[src/hdl/sfd_pkg.sv]
`timescale 1ns / 1ps
// ----------------------------------------------------------------------------
// sfd_pkg: shared types and constants of the sync frame deframer
// Marker codes, sequence byte layout, frame event and counter bundles.
// ----------------------------------------------------------------------------
package sfd_pkg;

    localparam logic [7:0] MARK_FIRST  = 8'hAA;
    localparam logic [7:0] MARK_SECOND = 8'h55;
    localparam logic [7:0] SEQ_MASK    = 8'h7F;
    localparam logic [7:0] OVR_BIT     = 8'h80;

    localparam int MAX_CHANNELS = 4;
    localparam int SEQ_W        = 7;
    localparam int CNT_W        = 32;
    localparam int PADDR_W      = 3;

    typedef logic [15:0]      t_word;
    typedef logic [SEQ_W-1:0] t_seq;
    typedef logic [CNT_W-1:0] t_count;

    // one completed frame, as seen by the statistics block
    typedef struct packed {
        logic emit;
        logic synced;
        logic bad;
        logic ovr;
        t_seq seq;
    } t_frame_evt;

    typedef struct packed {
        t_count frames;
        t_count lost;
        t_count cksum_err;
        t_count overruns;
    } t_counts;

    function automatic t_count sat_add(input t_count a, input t_seq b);
        logic [CNT_W:0] s;
        s = {1'b0, a} + {{(CNT_W + 1 - SEQ_W){1'b0}}, b};
        return s[CNT_W] ? {CNT_W{1'b1}} : s[CNT_W-1:0];
    endfunction

endpackage

[src/hdl/sfd_parser.sv]
`timescale 1ns / 1ps
// ----------------------------------------------------------------------------
// sfd_parser: byte parser for marker framed and raw frames
// Hunts the marker, collects sequence, payload and checksum bytes.
// ----------------------------------------------------------------------------
module sfd_parser import sfd_pkg::*; #(
    parameter int CHANNELS = 4
) (
    input  logic       i_clk,
    input  logic       i_rst_n,
    input  logic       i_sync_mode,
    input  logic       i_restart,
    input  logic       i_advance,
    input  logic [7:0] i_byte,
    output t_frame_evt o_evt,
    output t_word      o_chan [MAX_CHANNELS]
);

    localparam int PAY_LEN = 2 * CHANNELS;
    localparam int IDX_W   = (PAY_LEN > 1) ? $clog2(PAY_LEN) : 1;

    localparam logic [1:0] PH_HUNT = 2'd0;
    localparam logic [1:0] PH_MARK = 2'd1;
    localparam logic [1:0] PH_BODY = 2'd2;

    localparam logic [3:0] POS_RAW_LAST = 4'(PAY_LEN - 1);
    localparam logic [3:0] POS_PAY_LAST = 4'(PAY_LEN);
    localparam logic [3:0] POS_CKSUM    = 4'(PAY_LEN + 1);

    logic [1:0] r_phase, n_phase;
    logic [3:0] r_pos,   n_pos;
    logic [7:0] r_xor,   n_xor;
    logic [7:0] r_seqb,  n_seqb;
    logic [7:0] r_pay [PAY_LEN];
    logic [7:0] n_pay [PAY_LEN];
    logic [3:0] body_idx;

    assign body_idx = r_pos - 4'd1;

    always_comb begin
        n_phase = r_phase;
        n_pos   = r_pos;
        n_xor   = r_xor;
        n_seqb  = r_seqb;
        n_pay   = r_pay;
        o_evt   = '0;
        if (!i_sync_mode) begin
            n_pay[r_pos[IDX_W-1:0]] = i_byte;
            if (r_pos == POS_RAW_LAST) begin
                n_pos      = 4'd0;
                o_evt.emit = 1'b1;
            end else begin
                n_pos = r_pos + 4'd1;
            end
        end else begin
            unique case (r_phase)
                PH_HUNT: begin
                    if (i_byte == MARK_FIRST) n_phase = PH_MARK;
                end
                PH_MARK: begin
                    if (i_byte == MARK_SECOND) begin
                        n_phase = PH_BODY;
                        n_pos   = 4'd0;
                        n_xor   = 8'd0;
                    end else if (i_byte != MARK_FIRST) begin
                        n_phase = PH_HUNT;
                    end
                end
                PH_BODY: begin
                    if (r_pos == 4'd0) begin
                        n_seqb = i_byte;
                        n_xor  = i_byte;
                        n_pos  = 4'd1;
                    end else if (r_pos <= POS_PAY_LAST) begin
                        n_pay[body_idx[IDX_W-1:0]] = i_byte;
                        n_xor = r_xor ^ i_byte;
                        n_pos = r_pos + 4'd1;
                    end else begin
                        // checksum byte closes the frame, good or bad
                        o_evt.emit   = 1'b1;
                        o_evt.synced = 1'b1;
                        o_evt.bad    = (r_xor != i_byte);
                        o_evt.ovr    = |(r_seqb & OVR_BIT);
                        o_evt.seq    = SEQ_W'(r_seqb & SEQ_MASK);
                        n_phase      = PH_HUNT;
                        n_pos        = 4'd0;
                        n_xor        = 8'd0;
                    end
                end
                default: begin
                    n_phase = PH_HUNT;
                    n_pos   = 4'd0;
                    n_xor   = 8'd0;
                end
            endcase
        end
    end

    always_ff @(posedge i_clk) begin
        if (!i_rst_n) begin
            r_phase <= PH_HUNT;
            r_pos   <= 4'd0;
            r_xor   <= 8'd0;
            r_seqb  <= 8'd0;
        end else if (i_restart) begin
            r_phase <= PH_HUNT;
            r_pos   <= 4'd0;
            r_xor   <= 8'd0;
        end else if (i_advance) begin
            r_phase <= n_phase;
            r_pos   <= n_pos;
            r_xor   <= n_xor;
            r_seqb  <= n_seqb;
        end
    end

    always_ff @(posedge i_clk) begin
        if (i_advance && !i_restart) r_pay <= n_pay;
    end

    // channel words come from the updated payload so a raw frame sees its last byte
    for (genvar c = 0; c < MAX_CHANNELS; c++) begin : g_chan
        if (c < CHANNELS) begin : g_used
            assign o_chan[c] = {n_pay[2*c+1], n_pay[2*c]};
        end else begin : g_unused
            assign o_chan[c] = '0;
        end
    end

    a_pos_bound: assert property (@(posedge i_clk) disable iff (!i_rst_n)
        r_pos <= POS_CKSUM)
        else $error("byte position ran past the checksum slot");

    a_sync_emit_body: assert property (@(posedge i_clk) disable iff (!i_rst_n)
        (o_evt.emit && i_sync_mode) |-> (r_phase == PH_BODY && r_pos == POS_CKSUM))
        else $error("synced frame closed outside the checksum slot");

endmodule

[src/hdl/sfd_stats.sv]
`timescale 1ns / 1ps
// ----------------------------------------------------------------------------
// sfd_stats: running frame statistics
// Saturating counters and sequence gap tracking, updated once per frame.
// ----------------------------------------------------------------------------
module sfd_stats import sfd_pkg::*; (
    input  logic       i_clk,
    input  logic       i_rst_n,
    input  logic       i_fire,
    input  t_frame_evt i_evt,
    output t_counts    o_counts
);

    t_counts r_counts, n_counts;
    t_seq    r_prev, n_prev;
    logic    r_seen, n_seen;
    t_seq    expected;
    t_seq    gap;

    assign expected = r_prev + SEQ_W'(1);
    assign gap      = i_evt.seq - expected;

    always_comb begin
        n_counts = r_counts;
        n_prev   = r_prev;
        n_seen   = r_seen;
        if (i_evt.ovr) n_counts.overruns = sat_add(r_counts.overruns, SEQ_W'(1));
        if (i_evt.bad) begin
            n_counts.cksum_err = sat_add(r_counts.cksum_err, SEQ_W'(1));
        end else begin
            n_counts.frames = sat_add(r_counts.frames, SEQ_W'(1));
            if (i_evt.synced) begin
                // first good frame sets the history only
                if (r_seen) n_counts.lost = sat_add(r_counts.lost, gap);
                n_prev = i_evt.seq;
                n_seen = 1'b1;
            end
        end
    end

    always_ff @(posedge i_clk) begin
        if (!i_rst_n) begin
            r_counts <= '0;
            r_prev   <= '0;
            r_seen   <= 1'b0;
        end else if (i_fire) begin
            r_counts <= n_counts;
            r_prev   <= n_prev;
            r_seen   <= n_seen;
        end
    end

    assign o_counts = r_counts;

endmodule

[src/hdl/sync_frame_deframer.sv]
`timescale 1ns / 1ps
// ----------------------------------------------------------------------------
// sync_frame_deframer: marker framed, XOR checksummed sample deframer
// Parses received bytes into frames of channel words with running stats.
//
//   channel | handshake           | payload
//   --------+---------------------+------------------------------------------
//   input   | i_valid / o_ready   | i_rx_byte
//   output  | o_valid / i_ready   | o_status .. o_overrun_total
//   config  | psel/penable/pready | paddr, pwdata, prdata (sync_mode at 0x0)
//
// One byte per cycle unless a held result stalls: a byte waits in the input
// register, the parser and counter update run from that register, and a
// finished frame lands in the result register.
// Reset clears parser state, counters and sequence history; sync mode is on.
// A held result stalls only the byte that closes the next frame; other bytes
// keep flowing. No clearing pass is needed after reset.
// ----------------------------------------------------------------------------
module sync_frame_deframer import sfd_pkg::*; #(
    parameter int CHANNELS = 4
) (
    input  logic               i_clk,
    input  logic               i_rst_n,
    // byte input
    input  logic               i_valid,
    output logic               o_ready,
    input  logic [7:0]         i_rx_byte,
    // frame output
    output logic               o_valid,
    input  logic               i_ready,
    output logic               o_status,
    output logic               o_overrun_flag,
    output logic [6:0]         o_sequence_res,
    output logic [15:0]        o_channel_0,
    output logic [15:0]        o_channel_1,
    output logic [15:0]        o_channel_2,
    output logic [15:0]        o_channel_3,
    output logic [31:0]        o_frames_total,
    output logic [31:0]        o_lost_total,
    output logic [31:0]        o_checksum_error_total,
    output logic [31:0]        o_overrun_total,
    // configuration
    input  logic               psel,
    input  logic               penable,
    input  logic               pwrite,
    input  logic [PADDR_W-1:0] paddr,
    input  logic [31:0]        pwdata,
    output logic [31:0]        prdata,
    output logic               pready
);

    logic       r_sync_mode;
    logic       r_in_valid;
    logic [7:0] r_in_byte;
    logic       r_out_valid;
    logic       r_status;
    logic       r_ovr;
    t_seq       r_seq;
    t_word      r_chan [MAX_CHANNELS];

    logic       cfg_wr;
    logic       sel_mode;
    logic       out_free;
    logic       advance;
    logic       fire;
    t_frame_evt evt;
    t_word      chan [MAX_CHANNELS];
    t_counts    counts;

    // configuration: one register at word 0, anything above is ignored
    assign pready   = 1'b1;
    assign sel_mode = (paddr[PADDR_W-1:2] == '0);
    assign cfg_wr   = psel && penable && pwrite && pready && sel_mode;
    assign prdata   = sel_mode ? {31'd0, r_sync_mode} : 32'd0;

    always_ff @(posedge i_clk) begin
        if (!i_rst_n) begin
            r_sync_mode <= 1'b1;
        end else if (cfg_wr) begin
            r_sync_mode <= pwdata[0];
        end
    end

    // hold a frame-closing byte only while the result slot is still full
    assign out_free = !r_out_valid || i_ready;
    assign advance  = r_in_valid && (!evt.emit || out_free);
    assign fire     = advance && evt.emit;
    assign o_ready  = !r_in_valid || advance;

    always_ff @(posedge i_clk) begin
        if (!i_rst_n) begin
            r_in_valid <= 1'b0;
        end else if (o_ready) begin
            r_in_valid <= i_valid;
        end
    end

    always_ff @(posedge i_clk) begin
        if (o_ready && i_valid) r_in_byte <= i_rx_byte;
    end

    sfd_parser #(
        .CHANNELS   (CHANNELS)
    ) u_parser (
        .i_clk       (i_clk),
        .i_rst_n     (i_rst_n),
        .i_sync_mode (r_sync_mode),
        .i_restart   (cfg_wr),
        .i_advance   (advance),
        .i_byte      (r_in_byte),
        .o_evt       (evt),
        .o_chan      (chan)
    );

    sfd_stats u_stats (
        .i_clk    (i_clk),
        .i_rst_n  (i_rst_n),
        .i_fire   (fire),
        .i_evt    (evt),
        .o_counts (counts)
    );

    // result register; counters change only when a frame loads here,
    // so they drive the ports straight from the stats block
    always_ff @(posedge i_clk) begin
        if (!i_rst_n) begin
            r_out_valid <= 1'b0;
        end else if (fire) begin
            r_out_valid <= 1'b1;
        end else if (i_ready) begin
            r_out_valid <= 1'b0;
        end
    end

    always_ff @(posedge i_clk) begin
        if (fire) begin
            r_status <= evt.bad;
            r_ovr    <= evt.ovr;
            r_seq    <= evt.seq;
            r_chan   <= chan;
        end
    end

    assign o_valid                = r_out_valid;
    assign o_status               = r_status;
    assign o_overrun_flag         = r_ovr;
    assign o_sequence_res         = r_seq;
    assign o_channel_0            = r_chan[0];
    assign o_channel_1            = r_chan[1];
    assign o_channel_2            = r_chan[2];
    assign o_channel_3            = r_chan[3];
    assign o_frames_total         = counts.frames;
    assign o_lost_total           = counts.lost;
    assign o_checksum_error_total = counts.cksum_err;
    assign o_overrun_total        = counts.overruns;

    a_counts_hold: assert property (@(posedge i_clk) disable iff (!i_rst_n)
        (r_out_valid && !i_ready) |=> $stable(counts))
        else $error("counters moved while a result was waiting");

    a_fire_slot: assert property (@(posedge i_clk) disable iff (!i_rst_n)
        fire |-> out_free)
        else $error("frame closed into a full result slot");

    a_reset_empty: assert property (@(posedge i_clk)
        !$past(i_rst_n) |-> (!o_valid && !r_in_valid))
        else $error("pipeline not empty after reset");

endmodule
[config.mk]
export PLATFORM = sky130hd
export DESIGN_NAME = sync_frame_deframer
export DESIGN_NICKNAME = d
export VERILOG_FILES = /design/src/hdl/sfd_pkg.sv /design/src/hdl/sfd_parser.sv /design/src/hdl/sfd_stats.sv /design/src/hdl/sync_frame_deframer.sv
export SDC_FILE = /design/constraint.sdc
export NUM_CORES = 1
export LEC_CHECK = 0
export BUFFER_PORTS_ARGS = -buffer_cell sky130_fd_sc_hd__clkbuf_2
export CORE_ASPECT_RATIO = 0.9
export CORE_MARGIN = 1.5
export CORE_UTILIZATION = 60
export CTS_CLUSTER_SIZE = 28
export DETAILED_ROUTE_END_ITERATION = 6
export GPL_TIMING_DRIVEN = 0
export PLACE_DENSITY = 0.95
export SLEW_MARGIN = 40
export SYNTH_ARGS = -nofsm -noshare
export SYNTH_HDL_FRONTEND = slang
export SYNTH_HIERARCHICAL = 1
export SYNTH_SLANG_ARGS = --single-unit
[constraint.sdc]
create_clock -name i_clk -period 20.4 [get_ports i_clk]
set_input_delay 0 -clock i_clk [delete_from_list [all_inputs] [get_ports i_clk]]
set_output_delay 0 -clock i_clk [all_outputs]
set_load 0.05 [all_outputs]
After elaboration in Yosys (flattened, before gate mapping) --
Cells that the tools add are included.
Storage, ports and cells: register bits 306
Cells by class: add/subtract/negate cells 8, $lt $le $gt $ge 5, eq/ne operators 14, multiplexer cells 39, bitwise operators 8, reductions and logical operators 29
Operator list (number):
- 64-bit two-way mux | 4
- 64-bit bitwise mux | 2
- 32-bit two-way mux | 4
- 32-bit by 1-bit adder with 33-bit output, second input constant | 3
- 8-bit demux with 3-bit select | 2
- 8-bit two-way mux | 5
- 32-bit by 7-bit adder with 33-bit output | 1
- 11-bit two-way mux | 3
- 8-bit case mux with 3 select lines | 1
- 4-bit two-way mux | 5
- 4-bit case mux with 3 select lines | 1
- 10-bit two-way mux | 1
- 2-bit two-way mux | 5
- 1-bit logical AND | 9
- 8-bit by 7-bit equality test with 1-bit output, second input constant | 1
- 8-bit equality test, second input constant | 1
- 4-bit greater-or-equal comparator, second input constant | 2
- 4-bit by 1-bit < comparator with 1-bit output, second input constant | 2
- 8-bit != test | 1
- 8-bit != test, second input constant | 1
- 3-bit NOT with 4-bit output | 2
- 4-bit AND reduction | 2
- 8-bit XOR | 1
- 7-bit by 1-bit adder with 7-bit output, second input constant | 1
- other kinds (24) | 43

Longest topological paths before layout --
Gate-level depths: netlist of run 1.
depth in word-level cells 11, mapped depth 23, depth with buffers taken out 20

Cells and area by module --
Netlist of run 1, hierarchy kept.
By module, submodules not included:
- sfd_stats | times used 1, cells each 798, area an instance 6921.6 um^2
- sfd_parser | times used 1, cells each 344, area an instance 4325.4 um^2
- sync_frame_deframer | times used 1, cells each 133, area an instance 2849.0 um^2

Least setup slack after synthesis of run 1 --
No wires, ideal clock.
path kind flip-flop to flip-flop, start register u_parser.r_pos[0], end register u_stats.r_counts, in the netlist u_stats/o_counts[27], library setup time 0.073 ns, data arrival time 6.905 ns, required time 20.327 ns, setup slack 13.423 ns, stages on the path, launching flop included 18, path buffers 4, period minus slack after synthesis 6.977 ns, cell sequence dfxtp_1 inv_1 ha_1 buf_2 nand2b_1 buf_2 nand2_1 nor2_1 or2_2 nand2_1 nor2_1 nand3_1 or3_1 nor3_1 nand2b_1 clkbuf_1 buf_2 a21oi_1
RTL lines:
- from (decl) | RTL line sfd_parser.sv:31 | logic [3:0] r_pos, n_pos;
- from (signal assigned) | RTL line sfd_parser.sv:111 | r_pos <= n_pos;
- to (signal assigned) | RTL line sfd_stats.sv:47 | r_counts <= n_counts;
- to (decl) | RTL line sfd_stats.sv:14 | t_counts r_counts, n_counts;

==> flow_metrics.py, run 1 <==
metrics = {
    "clocking": {
        "post_cts_resized": 0,
        "cts_made_buffers": 31,
        "cts_tree": "done",
        "clk_path_buf_depth": 3,
        "clk_latency_ps": 560,
        "cts_root_buffer": "clkbuf_16",
        "cts.sinks": 306,
        "cts_max_level": 1,
        "cts.clk_slew.worst_paths_ps": 60,
    },
    "sta": {
        "clock.fmax_mhz": 174,
        "tightest_slew_ps": 860,
        "finalMaxSlewViolations": 0,
        "slew-limit-headroom_pct": 42.3,
        "post-route-period-util_pct": 28.1,
        "fin_crit_ps": 5730,
        "setup_viol": 0,
        "finalWorstSetupSlack_ps": 14670,
        "fin_setup_tns_ps": 0,
        "rsz0062_at_grt": "false",
        "finClkSkew_ps": 16.7,
        "hold_viol": 0,
    },
    "placed_design": {
        "io_buffer_count": 220,
        "gp_congestion": 0.912,
        "dp_slack_ps": 14840,
        "hpwl_um": 24600,
    },
    "power": {
        "power_frac_clock_pct": 47.2,
        "ir_worst_vdd_mv": 0.0683,
        "switching_power_uw": 282,
        "intPower_uw": 1040,
        "powerDensity_nw_per_um2": 77.1,
        "switching_share_pct": 21.3,
        "pwr-share-comb_pct": 3.8,
        "p_seq_share_pct": 49.1,
        "p_leak_uw": 0.00633,
    },
    "logic_synthesis": {
        "ys_types": 83,
        "ys_ff_latch": 306,
        "ys_top_cells_by_count": "dfxtp_1, edfxtp_1, a21oi_1",
        "netlist.area_leader.share_pct": 30.9,
        "synth_area_leaders": "edfxtp_1, dfxtp_1, mux2_2",
        "ys_warn_count": 6,
        "synth_most_common_cell": "dfxtp_1",
        "yosysTopAreaCell": "edfxtp_1",
        "synth_enable_flop_cells": 145,
        "syn_area_um2": 14100,
        "ys_seq_area_share_pct": 53.8,
        "synth_flop_cell": "dfxtp_1",
        "syn_inst": 1275,
        "avgSynthCellArea_um2": 11.1,
        "ys_async_sr_fraction_pct": 0,
    },
    "global_route": {
        "grt_pass1_vias": 10833,
        "globalRouteOverflowTotal": 0,
        "met2_usage_pct": 46.0,
        "met3_usage_pct": 4.66,
        "antenna_found_initial": 1,
        "grt_util_met1_pct": 38.8,
        "grt_pass1_wl_um": 55800,
        "grt_max_degree": 21,
        "groute.usage.overall_pct": 28.6,
        "grt.busiest_layer": "met2",
    },
    "routing": {
        "first_iter_violations": 1133,
        "totalWireLength_um": 35700,
        "vias": 11437,
        "ant_nets": 0,
        "routedWlPerCell_um": 18.7,
        "drc": 0,
        "first_pass_iters": 5,
        "vias_per_cell": 6.00,
    },
    "critical_path": {
        "crit_type": "reg -> reg",
        "required_ps": 20880,
        "critPathMaxFanout": 10,
        "startpoint_type": "flop",
        "critPathArrivalTime_ps": 6210,
        "cp_cell_sequence": "inv_1, ha_1, buf_2, nand2b_1, buf_2, nand2_1, nor2_1, and2_1, ha_1, inv_1, fa_1, nor2b_1, o21ai_0, a21boi_0, nor2_1, ha_1, o211ai_1, o211ai_1, clkbuf_1, nand2_1, or4_1, a31oi_1",
        "slowest_delay_ps": 540,
        "crit_path_frequent_cell": "ha_1",
        "endpoint_kind": "flop",
        "cpMaxStageDelayCell": "or4_1",
    },
    "finish": {
        "multi_input_area_um2": 6040,
        "synthToLayoutAreaGrowth_pct": 21.5,
        "regArea_um2": 7580,
        "drive_gt1_share_pct": 27.6,
        "fillers": 1560,
        "nets": 1649,
    },
    "die": {
        "die_y_um": 148,
        "pin_count": 286,
        "fp-row-count": 53,
        "dieArea_um2": 24400,
        "core-area_um2": 23200,
        "chipWidth_um": 165,
        "initial_core_util_pct": 60.7,
    },
    "job": {
        "drv_cap": 0,
    },
    "run_status": {
        "status": "finished clean",
    },
    "min_path": {
        "hold_class": "in -> reg",
    },
}
[metrics by stage]
stage	total power (µW)	hold slack [ps]	util, %	cell area [µm²]	instances
6_report	1320	66.3	73.8	17100	1906
5_1_grt	1360	57.2	73.8	17100	1906
4_1_cts	1320	49.2	73.8	17100	1905
3_5_place_dp	708	179	68.3	15900	1834
3_3_place_gp	706	179	67.6	15700	1827
2_1_floorplan	695	98.9	-	14200	1305
[final cells by class]
type	count	share of cell area (%)
flip-flops and latches	306	44.2
repair buffers	241	8.15
plain buffers	91	2.94
diodes	1	0.0146
inverters	31	0.679
well taps	302	2.21
multi-input cells	877	35.2
clock inverters	23	1.94
clock buffers	34	4.59
[power groups by stage]
| stage | clock network [µW] | logic (µW) | registers [µW] |
|---|---|---|---|
| 3_5_place_dp | 0 | 46.4 | 661 |
| 2_1_floorplan | 0 | 34.1 | 661 |
| 4_1_cts | 627 | 48.6 | 648 |
| 5_1_grt | 657 | 52.6 | 648 |
| 3_3_place_gp | 0 | 43.6 | 662 |
| 6_report | 623 | 49.9 | 648 |
[logic make-up after synthesis]
| kind of cell | count (synthesis) | synth area share (%) |
|---|---|---|
| xor gates and xnor gates | 104 | 6.46 |
| and+or+nand+nor | 408 | 16.6 |
| muxes | 77 | 6.04 |
| other | 2 | 0.0533 |
| DFF | 306 | 53.8 |
| adders and majority gates | 22 | 2.02 |
| buffers and inverters | 122 | 4.40 |
| AOI/OAI and AO/OA | 234 | 10.7 |
[sequential cells by signal, indices dropped and copies added, names as in the netlist, 8 cells and up]
name / cells
o_channel_1: 16
r_in_byte: 8
u_parser/r_xor: 8
o_channel_0: 16
o_channel_2: 16
u_stats/o_counts: 128
u_parser/r_seqb: 8
u_parser/r_pay: 64
o_channel_3: 16
[repair_timing]
item                       in CTS  in global routing
buffers inserted                0                  0
hold buffers                   14                  0
hold endpoints to repair       27                  0
setup endpoints to repair       0                  0
[routing by layer]
| layer | wire [µm] | share of wire (%) |
|---|---|---|
| met1 | 14700 | 41 |
| met2 | 16900 | 47 |
| met3 | 2900 | 8.1 |
| met4 | 1210 | 3.4 |
| met5 | 0 | 0 |
[path summary, 6_finish.rpt]
kind	to	slack (ps)	cells past startpoint	start
setup / recovery	u_stats/o_counts[94]$_SDFFE_PN0P_	14670	22	u_parser/r_pos[0]$_SDFFE_PP0P_
hold / removal	r_sync_mode$_SDFFE_PN1P_	70	3	pwrite
setup reg to reg	u_stats/o_counts[94]$_SDFFE_PN0P_	14670	22	u_parser/r_pos[0]$_SDFFE_PP0P_
hold reg to reg	u_stats/r_prev[4]$_SDFFE_PN0P_	470	2	u_stats/r_prev[4]$_SDFFE_PN0P_
[worst max-delay path: cells and delay by family (launching register included)]
| family | cells | cell delay, ps |
|---|---|---|
| and+or+nand+nor | 8 | 1930 |
| adders and majority gates | 4 | 1210 |
| AOI/OAI and AO/OA | 5 | 950 |
| DFF | 1 | 470 |
| buffers and inverters | 5 | 1070 |
[cells in the final DEF (no fill, tap or decap), drive strengths merged, types with 10 or more instances in the layout]
master,count
mux2,64
or3,10
nor4,30
nand4,48
mux2i,13
xnor2,39
clkbuf,290
ha,18
a21oi,127
and4,10
clkinv,10
dfxtp,161
nor2b,18
and2,16
dlygate4sd3,14
conb,32
o21ai,28
buf,62
edfxtp,145
nor2,34
nor3,37
inv,33
nand3,58
nand2,81
a31oi,24
and3,22
xor2,65
(Power assumes the default switching activity.)
==> run 2, diff against run 1 <==
Settings changed: ABC_AREA set to 1, CORE_UTILIZATION 60 to 57, PLACE_DENSITY 0.95 to 0.92.
Clock period 20.4 ns to 5.9 ns, I/O delays scaled along.
==> flow_metrics.py, run 2 <==
metrics = {
    "run_status": {
        "status": "finished, violations left",
        "violations": "DRC",
    },
    "job": {
        "drv_cap": 0,
    },
    "sta": {
        "fin_setup_tns_ps": 0,
        "post-route-period-util_pct": 92.0,
        "slew-limit-headroom_pct": 38.6,
        "finalMaxSlewViolations": 0,
        "clock.fmax_mhz": 184,
        "fin_crit_ps": 5430,
        "tightest_slew_ps": 921,
        "finalWorstSetupSlack_ps": 473,
        "hold_viol": 0,
        "rsz0062_at_grt": "false",
        "setup_viol": 0,
        "finClkSkew_ps": 29.0,
    },
    "finish": {
        "instances_no_fill": 2971,
        "drive_gt1_share_pct": 16.9,
        "finish.utilization_pct": 68.8,
        "largest_register_ffs": 128,
        "nets": 2619,
        "stdcell_area_um2": 20000,
        "synthToLayoutAreaGrowth_pct": 18.3,
        "layout_commonest_cell": "nand2_1",
        "num_antenna_cells": 0,
        "final_cell_mix": "nand2_1, inv_1, clkbuf_2",
    },
    "logic_synthesis": {
        "synth_area_leaders": "edfxtp_1, dfxtp_1, nand2_1",
        "synth_enable_flop_cells": 145,
        "ys_ff_latch": 306,
        "yosysTopAreaCell": "edfxtp_1",
        "syn_area_um2": 16900,
        "ys_seq_area_share_pct": 44.8,
        "syn_inst": 2244,
        "synth_flop_cell": "dfxtp_1",
        "synth_most_common_cell": "nand2_1",
        "avgSynthCellArea_um2": 7.54,
        "ys_warn_count": 6,
        "ys_top_cells_by_count": "nand2_1, inv_1, nor2_1",
        "ys_async_sr_fraction_pct": 0,
        "ys_types": 47,
        "netlist.area_leader.share_pct": 25.7,
    },
    "routing": {
        "first_pass_iters": 7,
        "first_iter_violations": 2169,
        "vias_per_cell": 5.64,
        "drc": 2,
        "routedWlPerCell_um": 16.8,
        "ant_nets": 0,
        "vias": 16752,
        "totalWireLength_um": 50000,
    },
    "critical_path": {
        "worst-path-buf-inv": 7,
        "reg2reg_to": "u_stats/o_counts[78]$_SDFFE_PN0P_",
        "rrSetupSlack_ps": 470,
        "critPathMaxFanout": 10,
        "critPathArrivalTime_ps": 5880,
        "cpMaxStageDelayCell": "fa_1",
        "endpoint_kind": "flop",
        "timing.rr.start": "u_parser/r_pos[0]$_SDFFE_PP0P_",
        "critPathTopFamily": "simple AND/OR/NAND/NOR gates",
        "rr_worst_depth": 28,
        "crit_type": "reg -> reg",
        "slowest_delay_ps": 390,
        "startpoint_type": "flop",
        "required_ps": 6350,
    },
    "die": {
        "core-area_um2": 29100,
        "pin_count": 286,
        "die_y_um": 166,
        "initial_core_util_pct": 58.2,
        "fp-row-count": 59,
        "chipWidth_um": 185,
        "dieArea_um2": 30700,
    },
    "global_route": {
        "grt_pass1_wl_um": 78900,
        "antenna_found_initial": 0,
        "globalRouteOverflowTotal": 0,
        "groute.usage.overall_pct": 32.0,
        "grt_max_degree": 42,
        "grt_pass1_vias": 15504,
    },
    "power": {
        "power_frac_clock_pct": 45.9,
        "ir_worst_vdd_mv": 0.186,
        "intPower_uw": 3640,
        "switching_power_uw": 1070,
        "powerDensity_nw_per_um2": 236,
        "p_leak_uw": 0.00889,
        "p_seq_share_pct": 48.0,
        "pwr-share-comb_pct": 6.1,
        "switching_share_pct": 22.8,
    },
    "placed_design": {
        "dp_cells": 2895,
        "dpl_cell_area_um2": 18700,
        "hpwl_um": 35600,
        "dp_slack_ps": 560,
        "io_buffer_count": 220,
        "gp_congestion": 0.938,
    },
    "clocking": {
        "cts_made_buffers": 34,
        "cts_root_buffer": "clkbuf_16",
        "cts.clk_slew.worst_paths_ps": 60,
        "cts_tree": "done",
        "cts.sinks": 306,
        "clk_path_buf_depth": 3,
        "clk_latency_ps": 520,
        "cts_max_level": 2,
    },
    "min_path": {
        "holdPathEnd": "o_valid$_SDFFE_PN0P_",
        "min_from": "i_rst_n",
        "holdPathStages": 3,
        "hold_class": "in -> reg",
    },
}
## run 2: cell count changes after synthesis, moves of 15 or more
cell,change
inv_1,+235
nand3_1,+123
nor2_1,+182
o211ai_1,+43
nor4_1,-26
a31oi_1,-15
nand2_1,+579
o21ai_0,+33
nor2b_1,-18
mux2_2,-61
xor2_1,-23
and3_1,-21
and2_1,-15
## run 2: through the flow
step	hold WS [ps]	power, µW
5_1_grt	102	4840
3_3_place_gp	179	2560
3_5_place_dp	180	2570
6_report	58.1	4710
2_1_floorplan	84.6	2490
4_1_cts	36.0	4710
## run 2: worst max-delay path by stage
| stage | startpoint | end | slack, ps | depth (start not counted) |
|---|---|---|---|---|
| 6_report | u_parser/r_pos[0]$_SDFFE_PP0P_ | u_stats/o_counts[78]$_SDFFE_PN0P_ | 470 | 28 |
| 3_5_place_dp | u_parser/r_pos[0]$_SDFFE_PP0P_ | u_stats/o_counts[93]$_SDFFE_PN0P_ | 560 | 27 |
| 3_3_place_gp | u_parser/r_pos[0]$_SDFFE_PP0P_ | u_parser/r_pay[52]$_DFFE_PP_ | -900 | 15 |
| 4_1_cts | u_parser/r_pos[0]$_SDFFE_PP0P_ | u_stats/o_counts[93]$_SDFFE_PN0P_ | 510 | 27 |
| 2_1_floorplan | u_parser/r_pos[0]$_SDFFE_PP0P_ | u_parser/r_pay[0]$_DFFE_PP_ | 820 | 15 |
| 5_1_grt | u_parser/r_pos[0]$_SDFFE_PP0P_ | u_stats/o_counts[78]$_SDFFE_PN0P_ | 110 | 28 |
## run 2: routing by layer
metal / GRT usage [%] / vias to the layer above / routed length, µm
met3: 6.04 / 177 / 5470
met5: 0 / - / 0
li1: - / 7815 / -
met4: 13.6 / 0 / 1980
met2: 50.7 / 1109 / 22700
met1: 42.9 / 7651 / 19900
## run 2: kinds of logic (layout without fill, tap and decap cells)
group,Yosys count,in the layout,synth area share (%)
buf+inv,392,693,9.95
simple gates,1197,1197,31.2
other cells,2,32,0.0444
flops,306,306,44.8
compound gates,253,253,8.63
fa+ha+maj,20,20,1.57
xor+xnor,74,74,3.83
## run 2: worst min-delay path: cells and delay by family
family,cells,cell delay (ps)
buffers and inverters,2,350
and+or+nand+nor,1,160
## run 2: power groups by stage
stage          clock (µW)  sequential, µW  combinational, µW
2_1_floorplan           0            2310                187
3_3_place_gp            0            2310                249
3_5_place_dp            0            2310                266
4_1_cts              2180            2260                275
5_1_grt              2270            2260                302
6_report             2160            2260                286
## run 2: cell type report
class / count / area, µm²
repair buffers: 239 / 1330
clock buffers: 42 / 945
flip-flops and latches: 306 / 7580
plain buffers: 101 / 564
multi-input cells: 1576 / 7780
inverters: 291 / 1120
clock inverters: 20 / 195
fillers: 2395 / 9070
well taps: 396 / 495
## run 2: repair_timing
item,4_1_cts,5_1_grt
endpoints found under the setup margin,0,1
resized for setup,0,2
hold endpoints to repair,11,0
hold buffers,14,0
buffers inserted,0,0
==> run 3, diff against run 2 <==
Settings changed: ABC_AREA 1 to unset, CORE_MARGIN 1.5 to unset, CORE_UTILIZATION 57 to 55, PLACE_DENSITY 0.92 to 0.91.
==> flow_metrics.py, run 3 (synthesis results as in run 1) <==
metrics = {
    "run_status": {
        "status": "finished clean",
    },
    "routing": {
        "ant_nets": 0,
        "drc": 0,
        "first_iter_violations": 1077,
        "vias_per_cell": 5.85,
        "vias": 11385,
        "totalWireLength_um": 35300,
        "routedWlPerCell_um": 18.1,
        "first_pass_iters": 6,
    },
    "clocking": {
        "cts_root_buffer": "clkbuf_16",
        "cts_max_level": 1,
        "post_cts_buffers": 0,
        "cts_made_buffers": 31,
        "cts.clk_slew.worst_paths_ps": 70,
        "clk_latency_ps": 570,
        "cts.sinks": 306,
        "clk_path_buf_depth": 3,
        "cts_tree": "done",
    },
    "die": {
        "die_y_um": 154,
        "core-area_um2": 25200,
        "fp-row-count": 55,
        "pin_count": 286,
        "dieArea_um2": 26300,
        "initial_core_util_pct": 56.0,
        "chipWidth_um": 171,
    },
    "finish": {
        "drive_gt1_share_pct": 27.4,
        "fillers": 1791,
        "finish.utilization_pct": 67.8,
        "regArea_um2": 7580,
        "instances_no_fill": 1946,
        "multi_input_area_um2": 6040,
        "largest_register_ffs": 128,
        "synthToLayoutAreaGrowth_pct": 21.2,
        "num_antenna_cells": 0,
        "final_cell_mix": "clkbuf_2, dfxtp_1, edfxtp_1",
        "layout_commonest_cell": "clkbuf_2",
        "nets": 1649,
    },
    "critical_path": {
        "critPathTopFamily": "compound AO/OA/AOI/OAI gates",
        "startpoint_type": "flop",
        "endpoint_kind": "flop",
        "worst-path-buf-inv": 4,
        "crit_type": "reg -> reg",
        "slowest_delay_ps": 720,
        "cpMaxStageDelayCell": "a211oi_1",
        "crit_path_frequent_cell": "ha_1",
        "cp_cell_sequence": "inv_1, ha_1, buf_2, nand2b_1, buf_2, nand2_1, nor2_2, and2_1, ha_1, inv_1, fa_1, nor2b_1, o21ai_0, a21boi_0, or4_1, nand3_1, ha_1, a21oi_1, a211oi_1, nand4_1, xor2_1, a21oi_1",
        "required_ps": 6380,
        "critPathMaxFanout": 10,
        "critPathArrivalTime_ps": 5970,
    },
    "power": {
        "pwr-share-comb_pct": 4.0,
        "intPower_uw": 3400,
        "power_frac_clock_pct": 44.5,
        "switching_power_uw": 947,
        "powerDensity_nw_per_um2": 255,
        "p_leak_uw": 0.00633,
        "switching_share_pct": 21.8,
        "p_seq_share_pct": 51.6,
        "ir_worst_vdd_mv": 0.203,
    },
    "sta": {
        "finClkSkew_ps": 18.0,
        "fin_crit_ps": 5490,
        "tightest_slew_ps": 894,
        "clock.fmax_mhz": 182,
        "hold_slack_ps": 78.3,
        "slew-limit-headroom_pct": 40.4,
        "setup_viol": 0,
        "post-route-period-util_pct": 93.1,
        "finalMaxSlewViolations": 0,
        "rsz0062_at_grt": "false",
        "hold_viol": 0,
    },
    "min_path": {
        "hold_class": "in -> reg",
    },
    "placed_design": {
        "hpwl_um": 24700,
        "gp_congestion": 0.900,
        "dp_cells": 1874,
        "io_buffer_count": 220,
    },
    "job": {
        "drv_cap": 0,
    },
    "global_route": {
        "grt_max_degree": 21,
        "groute.usage.overall_pct": 26.2,
        "grt_pass1_vias": 10503,
        "globalRouteOverflowTotal": 0,
        "antenna_found_initial": 0,
        "grt_pass1_wl_um": 54900,
    },
}
[run 3: tightest hold or removal path: stages]
cell and delay, ps:
clkbuf_2 90, and4b_1 320, mux2i_1 180
[run 3: repair_timing]
item / CTS / global route
gates resized for setup: 0 / 3
hold buffers: 14 / 0
endpoints found under the setup margin: 0 / 8
hold endpoints to repair: 27 / 0
[run 3: path summary, 6_finish.rpt]
check	start	end	slack, ps	cells past startpoint
min	pwrite	r_sync_mode$_SDFFE_PN1P_	80	3
min reg2reg	u_stats/r_prev[3]$_SDFFE_PN0P_	u_stats/r_prev[3]$_SDFFE_PN0P_	450	2
max reg2reg	u_parser/r_pos[0]$_SDFFE_PP0P_	u_stats/o_counts[87]$_SDFFE_PN0P_	410	22
max	u_parser/r_pos[0]$_SDFFE_PP0P_	u_stats/o_counts[87]$_SDFFE_PN0P_	410	22
[run 3: power by group through the flow]
| stage | sequential (µW) | combinational [µW] | clock (µW) |
|---|---|---|---|
| 2_1_floorplan | 2280 | 118 | 0 |
| 3_3_place_gp | 2290 | 153 | 0 |
| 3_5_place_dp | 2290 | 161 | 0 |
| 4_1_cts | 2240 | 169 | 1960 |
| 5_1_grt | 2240 | 183 | 2040 |
| 6_report | 2240 | 173 | 1930 |
[run 3: metal layers]
layer  part of all wire, %  vias to the layer above  track usage (%)
li1                      -                     5275                -
met1                    42                     5474             35.6
met2                    47                      557             41.7
met3                   7.9                       79             5.02
met4                   2.9                        0             9.22
met5                     0                        -                0
[run 3: final cells by class]
type	instances	share of cell area (%)
Sequential cell	306	44.4
Multi-Input combinational cell	877	35.4
Timing Repair Buffer	241	8.25
Clock buffer	40	4.86
Buffer	91	2.96
Tap cell	342	2.51
Clock inverter	18	1.00
Inverter	31	0.681
[run 3: metrics by stage]
step	power, µW	TNS, ps	setup slack [ps]	cell area (µm²)
final	4350	0	406	17100
after global routing	4460	0	53.1	17100
after CTS	4370	0	234	17100
after detailed placement	2450	0	267	15900
after global placement	2440	-224370	-1690	15700
after floorplan	2400	0	343	14200
